## src/sv/bhi_pkg.sv

```systemverilog
// Shared types and constants for the barycentric height interpolator.
package bhi_pkg;

    localparam int FIELD_W          = 32;
    localparam int COORD_WIDTH_DFLT = 32;

    typedef struct packed {
        logic signed [FIELD_W-1:0] v1_x;
        logic signed [FIELD_W-1:0] v1_h;
        logic signed [FIELD_W-1:0] v1_z;
        logic signed [FIELD_W-1:0] v2_x;
        logic signed [FIELD_W-1:0] v2_h;
        logic signed [FIELD_W-1:0] v2_z;
        logic signed [FIELD_W-1:0] v3_x;
        logic signed [FIELD_W-1:0] v3_h;
        logic signed [FIELD_W-1:0] v3_z;
        logic signed [FIELD_W-1:0] query_x;
        logic signed [FIELD_W-1:0] query_z;
    } t_in_item;

    typedef struct packed {
        logic signed [FIELD_W-1:0] height;
        logic                      degenerate;
        logic                      saturated;
    } t_out_item;

    // control that travels with an item down the divider chain
    typedef struct packed {
        logic valid;
        logic degen;
        logic neg;
    } t_ctl;

endpackage

```

## src/sv/bhi_div_cell.sv

```systemverilog
// One restoring-division cell: decides one quotient bit and passes the item on.
module bhi_div_cell #(
    parameter int COORD_WIDTH = bhi_pkg::COORD_WIDTH_DFLT,
    parameter int SHIFT       = 0
) (
    input  logic                                 i_clk,
    input  logic                                 i_rst_n,
    input  logic                                 i_en,
    input  bhi_pkg::t_ctl                        i_ctl,
    input  logic        [3*(COORD_WIDTH+1)+1:0]  i_rem,
    input  logic        [2*(COORD_WIDTH+1):0]    i_dmag,
    input  logic        [COORD_WIDTH+1:0]        i_q,
    input  logic signed [COORD_WIDTH-1:0]        i_h3,
    output bhi_pkg::t_ctl                        o_ctl,
    output logic        [3*(COORD_WIDTH+1)+1:0]  o_rem,
    output logic        [2*(COORD_WIDTH+1):0]    o_dmag,
    output logic        [COORD_WIDTH+1:0]        o_q,
    output logic signed [COORD_WIDTH-1:0]        o_h3
);
    localparam int DW   = COORD_WIDTH + 1;
    localparam int NUMW = 3 * DW + 2;
    localparam int QW   = DW + 1;

    logic [NUMW-1:0] s_dsh;
    logic            s_ge;
    logic [NUMW-1:0] n_rem;
    logic [QW-1:0]   n_q;

    bhi_pkg::t_ctl          r_ctl;
    logic [NUMW-1:0]        r_rem;
    logic [2*DW:0]          r_dmag;
    logic [QW-1:0]          r_q;
    logic signed [COORD_WIDTH-1:0] r_h3;

    always_comb begin
        s_dsh = NUMW'(i_dmag) << SHIFT;
        s_ge  = (i_rem >= s_dsh);
        n_rem = s_ge ? (i_rem - s_dsh) : i_rem;
        n_q   = i_q;
        n_q[SHIFT] = s_ge;
    end

    always_ff @(posedge i_clk) begin
        if (!i_rst_n) begin
            r_ctl <= '0;
        end else if (i_en) begin
            r_ctl <= i_ctl;
        end
    end

    always_ff @(posedge i_clk) begin
        if (i_en) begin
            r_rem  <= n_rem;
            r_dmag <= i_dmag;
            r_q    <= n_q;
            r_h3   <= i_h3;
        end
    end

    assign o_ctl  = r_ctl;
    assign o_rem  = r_rem;
    assign o_dmag = r_dmag;
    assign o_q    = r_q;
    assign o_h3   = r_h3;

endmodule

```

## config.mk

```make
export PLATFORM = sky130hd
export DESIGN_NAME = bhi_div_cell
export DESIGN_NICKNAME = d
export VERILOG_FILES = /design/src/sv/bhi_pkg.sv /design/src/sv/bhi_div_cell.sv
export SDC_FILE = /design/constraint.sdc
export NUM_CORES = 1
export LEC_CHECK = 0
export ABC_CLOCK_PERIOD_IN_PS = 4400
export BUFFER_PORTS_ARGS = -buffer_cell sky130_fd_sc_hd__buf_4
export CAP_MARGIN = 5
export CORE_AREA = 2 2 183 185
export CTS_CLUSTER_DIAMETER = 100
export DETAILED_ROUTE_END_ITERATION = 8
export DIE_AREA = 0 0 185 187
export MAX_ROUTING_LAYER = met4
export PLACE_DENSITY = 0.75
export SYNTH_ARGS = -nofsm -noshare
export SYNTH_HDL_FRONTEND = slang
export SYNTH_SLANG_ARGS = --single-unit
```

## constraint.sdc

```tcl
create_clock -name i_clk -period 4.4 [get_ports i_clk]
set_clock_uncertainty 0.2 [all_clocks]
set_input_delay 0.44 -clock i_clk [delete_from_list [all_inputs] [get_ports i_clk]]
set_output_delay 0.44 -clock i_clk [all_outputs]
set_load 0.005 [all_outputs]
```

; ---- After elaboration in Yosys (flattened, before gate mapping)
; Index checks and enable logic that the tools add are counted.
[totals]
reg_bits = 237
in_bits = 240
elab_cells = 10
output_inout_bits = 237
[classes]
n_lt_le_gt_ge = 1
muxes = 1
n_addsub = 1
[ops]
columns = cell, n
row1 = 101-bit by 67-bit greater-or-equal comparator with 1-bit output, 1
row2 = 101-bit 2-to-1 mux, 1
row3 = 101-bit by 67-bit subtractor with 101-bit output, 1

; ---- Logic depth before layout (Yosys ltp)
[depth]
ltp_word = 2
depth_mapped = 15
depth_no_buf = 13

; ---- Least setup slack after synthesis
; Ideal clock, no wire load.
[synth_path]
path_kind = input-to-reg
start = input port i_dmag[65]
end = register r_rem[99], in the netlist o_rem[99], data pin
required_ns = 3.933
slack_ns = 0.930
stages = 12
path_buffers = 1
setup_time_ns = 0.267
arrival_time_ns = 3.003
cell_sequence = inv_1 ha_1 buf_2 nor4bb_1 and2b_1 nand3_1 o311ai_0 nor3_2 o21a_4 or4_4 nor4_2 xor2_1
[synth_between]
elab_chain_cells = 2
word_cells_on_any_way = 3
cone_classes = add/sub: 1 / order compare: 1 / mux: 1
[synth_lines]
columns = item, line
row1 = from (decl), bhi_div_cell.sv:11  ; input logic [2*(COORD_WIDTH+1):0] i_dmag,
row2 = 101-bit by 67-bit subtractor with 101-bit output or 101-bit by 67-bit greater-or-equal comparator with 1-bit output (tied branches), "bhi_div_cell.sv:38, bhi_div_cell.sv:37"
row3 = 101-bit 2-to-1 mux (*), bhi_div_cell.sv:38  ; n_rem = s_ge ? (i_rem - s_dsh) : i_rem;
row4 = net n_rem[99], bhi_div_cell.sv:26  ; logic [NUMW-1:0] n_rem;
row5 = to (signal assigned), bhi_div_cell.sv:53  ; r_rem <= n_rem;
row6 = to (decl), bhi_div_cell.sv:30  ; logic [NUMW-1:0] r_rem;
; The timed path passes the listed nets; every way through them passes the cells marked *.
; A chain may end at the register's enable or synchronous reset.

; ---- Worst setup path in the final report
[layout_path]
start = input port i_rem[11]
end = register r_rem[90], in the netlist o_rem[90], data pin
[layout_between]
elab_chain_cells = 2
word_cells_on_any_way = 3
cone_classes = add/sub: 1 / order compare: 1 / mux: 1
[layout_lines]
columns = item, line
row1 = from (decl), bhi_div_cell.sv:10  ; input logic [3*(COORD_WIDTH+1)+1:0] i_rem,
row2 = 101-bit by 67-bit subtractor with 101-bit output or 101-bit by 67-bit greater-or-equal comparator with 1-bit output (tied branches), "bhi_div_cell.sv:38, bhi_div_cell.sv:37"
row3 = 101-bit 2-to-1 mux (*), bhi_div_cell.sv:38
row4 = net n_rem[90], bhi_div_cell.sv:26
; Marked as above.

==> out/summary.md <==
The run finished with clean final reports. The logs give 108 for the pin count of the biggest net entering global routing and 4.49 ns for the critical path data required time. The initialized floorplan defines 67 standard-cell rows.

The post-synthesis compound-gate area fraction works out to 15.03%. In the synthesized netlist, mux cells make up 0.2219% of the area. For this design the static power due to leakage is 8.461 nW.

The via count of the first global-routing pass was 12,970; the area of the mapped netlist was 0.01353 mm^2. The top flip-flop cell by instance count after synthesis was sky130_fd_sc_hd__edfxtp_1. The count of buffers added on input and output ports is 475. The total power per unit cell area was 337.7 mW/mm^2. In this run the post-CTS setup repair buffer count came out at 0.

The synthesized instance count was 1,306; the simple-gate share of the synthesized area was 15.71%. In this run the remaining antenna-violating nets after routing total 0. For the overall overflow remaining after global route, the log shows 0. The run gives 0 as the number of hold violations in the final report.

On the final layout, the worst hold slack is 0.02092 ns. The number of placed cells counting well taps is 2,215, and the violation count after the first detailed-route iteration is 862. STA puts the critical path data arrival time at 4.38 ns.

The cell with the biggest individual delay on the critical path was sky130_fd_sc_hd__a211oi_1. The average size of a mapped cell is 10.36 um^2. The total wire length is 50,960 um.

The core area is 0.03286 mm^2. Summing the areas of all xor and xnor instances in the mapped netlist gives 6.342% of the synthesized area. The number of standard cells in the final layout excluding fillers was 2,424. The synthesized design contains 234 enable-type register cells.

Worst min-delay path class: primary input to flip-flop. Compared with the post-synthesis result, the final layout area differs by 48.87%. The share of the Yosys chip area taken by registers is 52.37%. The placed instances occupy a cell area of 0.01768 mm^2. The longest individual stage delay on the worst path is 0.62 ns. The tools report the half-perimeter wire length after placement as 37,330 um. The combined buffer and inverter count along the critical path was 3; the die footprint was 0.03460 mm^2. For this run, the number of Yosys warnings is 0. The run gives 2,259 as the net total in the final layout. At the end of routability-driven placement, the weighted congestion stood at 0.9385.

The worst-margin pin slew was 0.8827 ns. The type of the setup path with the least slack was primary input to flip-flop. The unique cell type count in the Yosys netlist is 71. After synthesis, the largest family of logic cells by area is simple AND/OR/NAND/NOR gates.

The longest clock path from root to sink contains 3 buffers. The shortest clock period the worst path allows after layout was 4.290 ns. The logs give 0 for the total setup violations reported at the end of the flow and 26 for the clock buffer count from CTS.

Setup repair after global routing left no endpoint under its margin. The tools report the max-slew violation count as 0. For the worst max-slew margin expressed relative to the limit, the log shows 41.15%. The tools report the highest attainable clock frequency as 233.1 MHz. The area of all placed cells without fillers is 0.02015 mm^2. TritonCTS built the clock tree. The die width was 185 um; the global-route wire length before repair was 74,640 um. The number of top-level design ports came out at 477.

The clock tree root buffer cell was sky130_fd_sc_hd__clkbuf_16. Proportion of synthesized flip-flops having asynchronous set or reset: 0%. The startpoint type of the worst setup path was a primary input. Peak fanout along the critical path: 7. Counting every net in the synthesized netlist gives 1,614. The overall track demand over capacity in global routing was 29.08%. Dividing the detail-routed wire length by the instance count gives 21.02 um. Detailed routing inserted a total of 13,050 vias. In the final layout, the share of cells above drive strength 1 is 28.58%. Clock latency on the worst-skew pair, taken at its later pin, is 0.54 ns.

The cell family contributing the most delay on the critical path is compound AO/OA/AOI/OAI gates. Of the total synthesized cell area, the portion taken by full adders, half adders and majority gates is 6.342%. The DRC violation count after routing is 0, and the initial antenna violation count is 6.

The logs give 0 ns for the setup TNS after final layout and 41.18% for the effective utilization at floorplan. The worst path uses 97.50% of the clock period. Synthesis inferred 237 register bits. The y dimension of the die works out to 187 um. STA classifies the critical path endpoint as a flip-flop. For this run, the detailed router's first-pass iteration total came to 6. Walking the worst path, the cells encountered are dlygate4sd3_1 -> buf_4 -> ha_1 -> a21oi_1 -> o211ai_1 -> nand2_1 -> o211ai_1 -> a41oi_1 -> o41ai_1 -> buf_4 -> a211oi_1 -> o21bai_1 -> a31o_1 -> xnor2_1. The worst-case IR drop observed on VDD is 0.3103 mV. After detailed routing, the number of vias per cell comes to 5.384.

The logs give 237 for the number of clock sinks and 1 for the number of H-tree levels. Across the run, the number of max-cap violations was 0. After clock tree synthesis, the clock-pin slew on the worst setup and hold paths is 0.06 ns.
synth_stat cells, types with 14 or more instances:
cell type / n / area share (%)
sky130_fd_sc_hd__nand4_1: 32 / 1.5
sky130_fd_sc_hd__o21bai_1: 14 / 0.78
sky130_fd_sc_hd__xor2_1: 40 / 2.6
sky130_fd_sc_hd__inv_1: 86 / 2.4
sky130_fd_sc_hd__xnor2_1: 58 / 3.8
sky130_fd_sc_hd__nand2_1: 131 / 3.6
sky130_fd_sc_hd__edfxtp_1: 234 / 52
sky130_fd_sc_hd__a21o_1: 24 / 1.3
sky130_fd_sc_hd__nor3_1: 31 / 1.1
sky130_fd_sc_hd__clkbuf_1: 14 / 0.39
sky130_fd_sc_hd__o21ai_0: 72 / 2.7
sky130_fd_sc_hd__a21oi_1: 147 / 5.4
sky130_fd_sc_hd__buf_2: 23 / 0.85
sky130_fd_sc_hd__nor2_1: 129 / 3.6
sky130_fd_sc_hd__nand3_1: 15 / 0.55
sky130_fd_sc_hd__ha_1: 67 / 6.2
metal layers:
layer	wire length, um	vias up	part of all wire, %	global-route usage (%)
met2	25450	654	50	50.12
met5	0	-	0	-
met1	19340	6190	38	32.99
li1	-	6101	-	-
met4	2292	0	4.5	12.70
met3	3873	106	7.6	5.082
sequential cells by signal (all words and copies together) (netlist names):
name	cells
o_dmag	67
o_rem	101
o_q	34
o_h3	32
o_ctl	3
logic make-up after synthesis:
logic type / Yosys count
and+or+nand+nor: 434
AOI/OAI and AO/OA: 338
DFF: 237
buffers and inverters: 128
xor gates and xnor gates: 98
adders and majority gates: 68
muxes: 3
power breakdown:
| part | total (mW) | switching, mW | leakage, nW | internal [mW] |
|---|---|---|---|---|
| Combinational | 1.70 | 0.853 | 5.73 | 0.843 |
| Clock | 2.25 | 0.903 | 0.418 | 1.35 |
| Sequential | 2.85 | 0.0782 | 2.32 | 2.78 |
| Total | 6.80 | 1.84 | 8.46 | 4.97 |
tightest hold or removal path, delay by kind of cell:
family,cells,cell delay (ns)
AO/OA/AOI/OAI,1,0.09
AND/OR/NAND/NOR,1,0.04
buffers and inverters,1,0.08
metrics by stage:
step	utilization, %	worst slack (ns)	power, mW
global placement	53.81	0.2233	4.411
detailed placement	53.81	0.1799	4.436
floorplan	-	0.9295	3.563
global route	61.31	0.0004103	7.067
CTS	61.20	0.1889	6.786
finish	61.31	0.1099	6.803
cells in the final DEF (no fill, tap or decap), drive strengths merged, types with 8 or more instances in the layout:
master,netlist,routed
inv,87,86
o211ai,10,10
or3,9,9
nor2b,8,8
nand4,32,32
or4,9,9
nor4,17,17
and2,8,8
nor3,32,32
ha,67,67
nand2,131,131
nand2b,11,11
a211oi,8,8
a21oi,147,147
dlygate4sd3,0,156
nand3,15,15
xor2,40,40
clkinv,0,10
buf,27,502
o31ai,9,9
o21ai,74,74
o21a,14,14
o21bai,14,14
edfxtp,234,234
xnor2,58,58
clkbuf,14,33
and3,8,8
nor2,129,129
a21o,24,24
layout make-up:
| cell class | instances | area [um^2] |
|---|---|---|
| Fill cell | 2679 | 12710 |
| Sequential cell | 237 | 7087 |
| Multi-Input combinational cell | 941 | 5927 |
| Timing Repair Buffer | 658 | 5363 |
| Clock buffer | 33 | 698.2 |
| Tap cell | 448 | 560.5 |
| Inverter | 87 | 327.8 |
| Clock inverter | 14 | 168.9 |
| Antenna cell | 6 | 15.01 |
what timing repair did:
item / CTS / global route
setup endpoints to repair: 0 / 41
endpoints found under the hold margin: 155 / 0
resized for setup: 0 / 4
hold buffers: 156 / 0
final timing paths:
check / from / cells after the start / slack [ns] / endpoint
max: i_rem[11] / 14 / 0.11 / o_rem[90]$_DFFE_PP_
min: i_rem[61] / 3 / 0.02 / o_rem[61]$_DFFE_PP_
max reg2reg: o_ctl[1]$_SDFFE_PN0P_ / 3 / 3.00 / o_ctl[1]$_SDFFE_PN0P_
min reg2reg: o_ctl[2]$_SDFFE_PN0P_ / 2 / 0.34 / o_ctl[2]$_SDFFE_PN0P_
(Power assumes the default switching activity.)
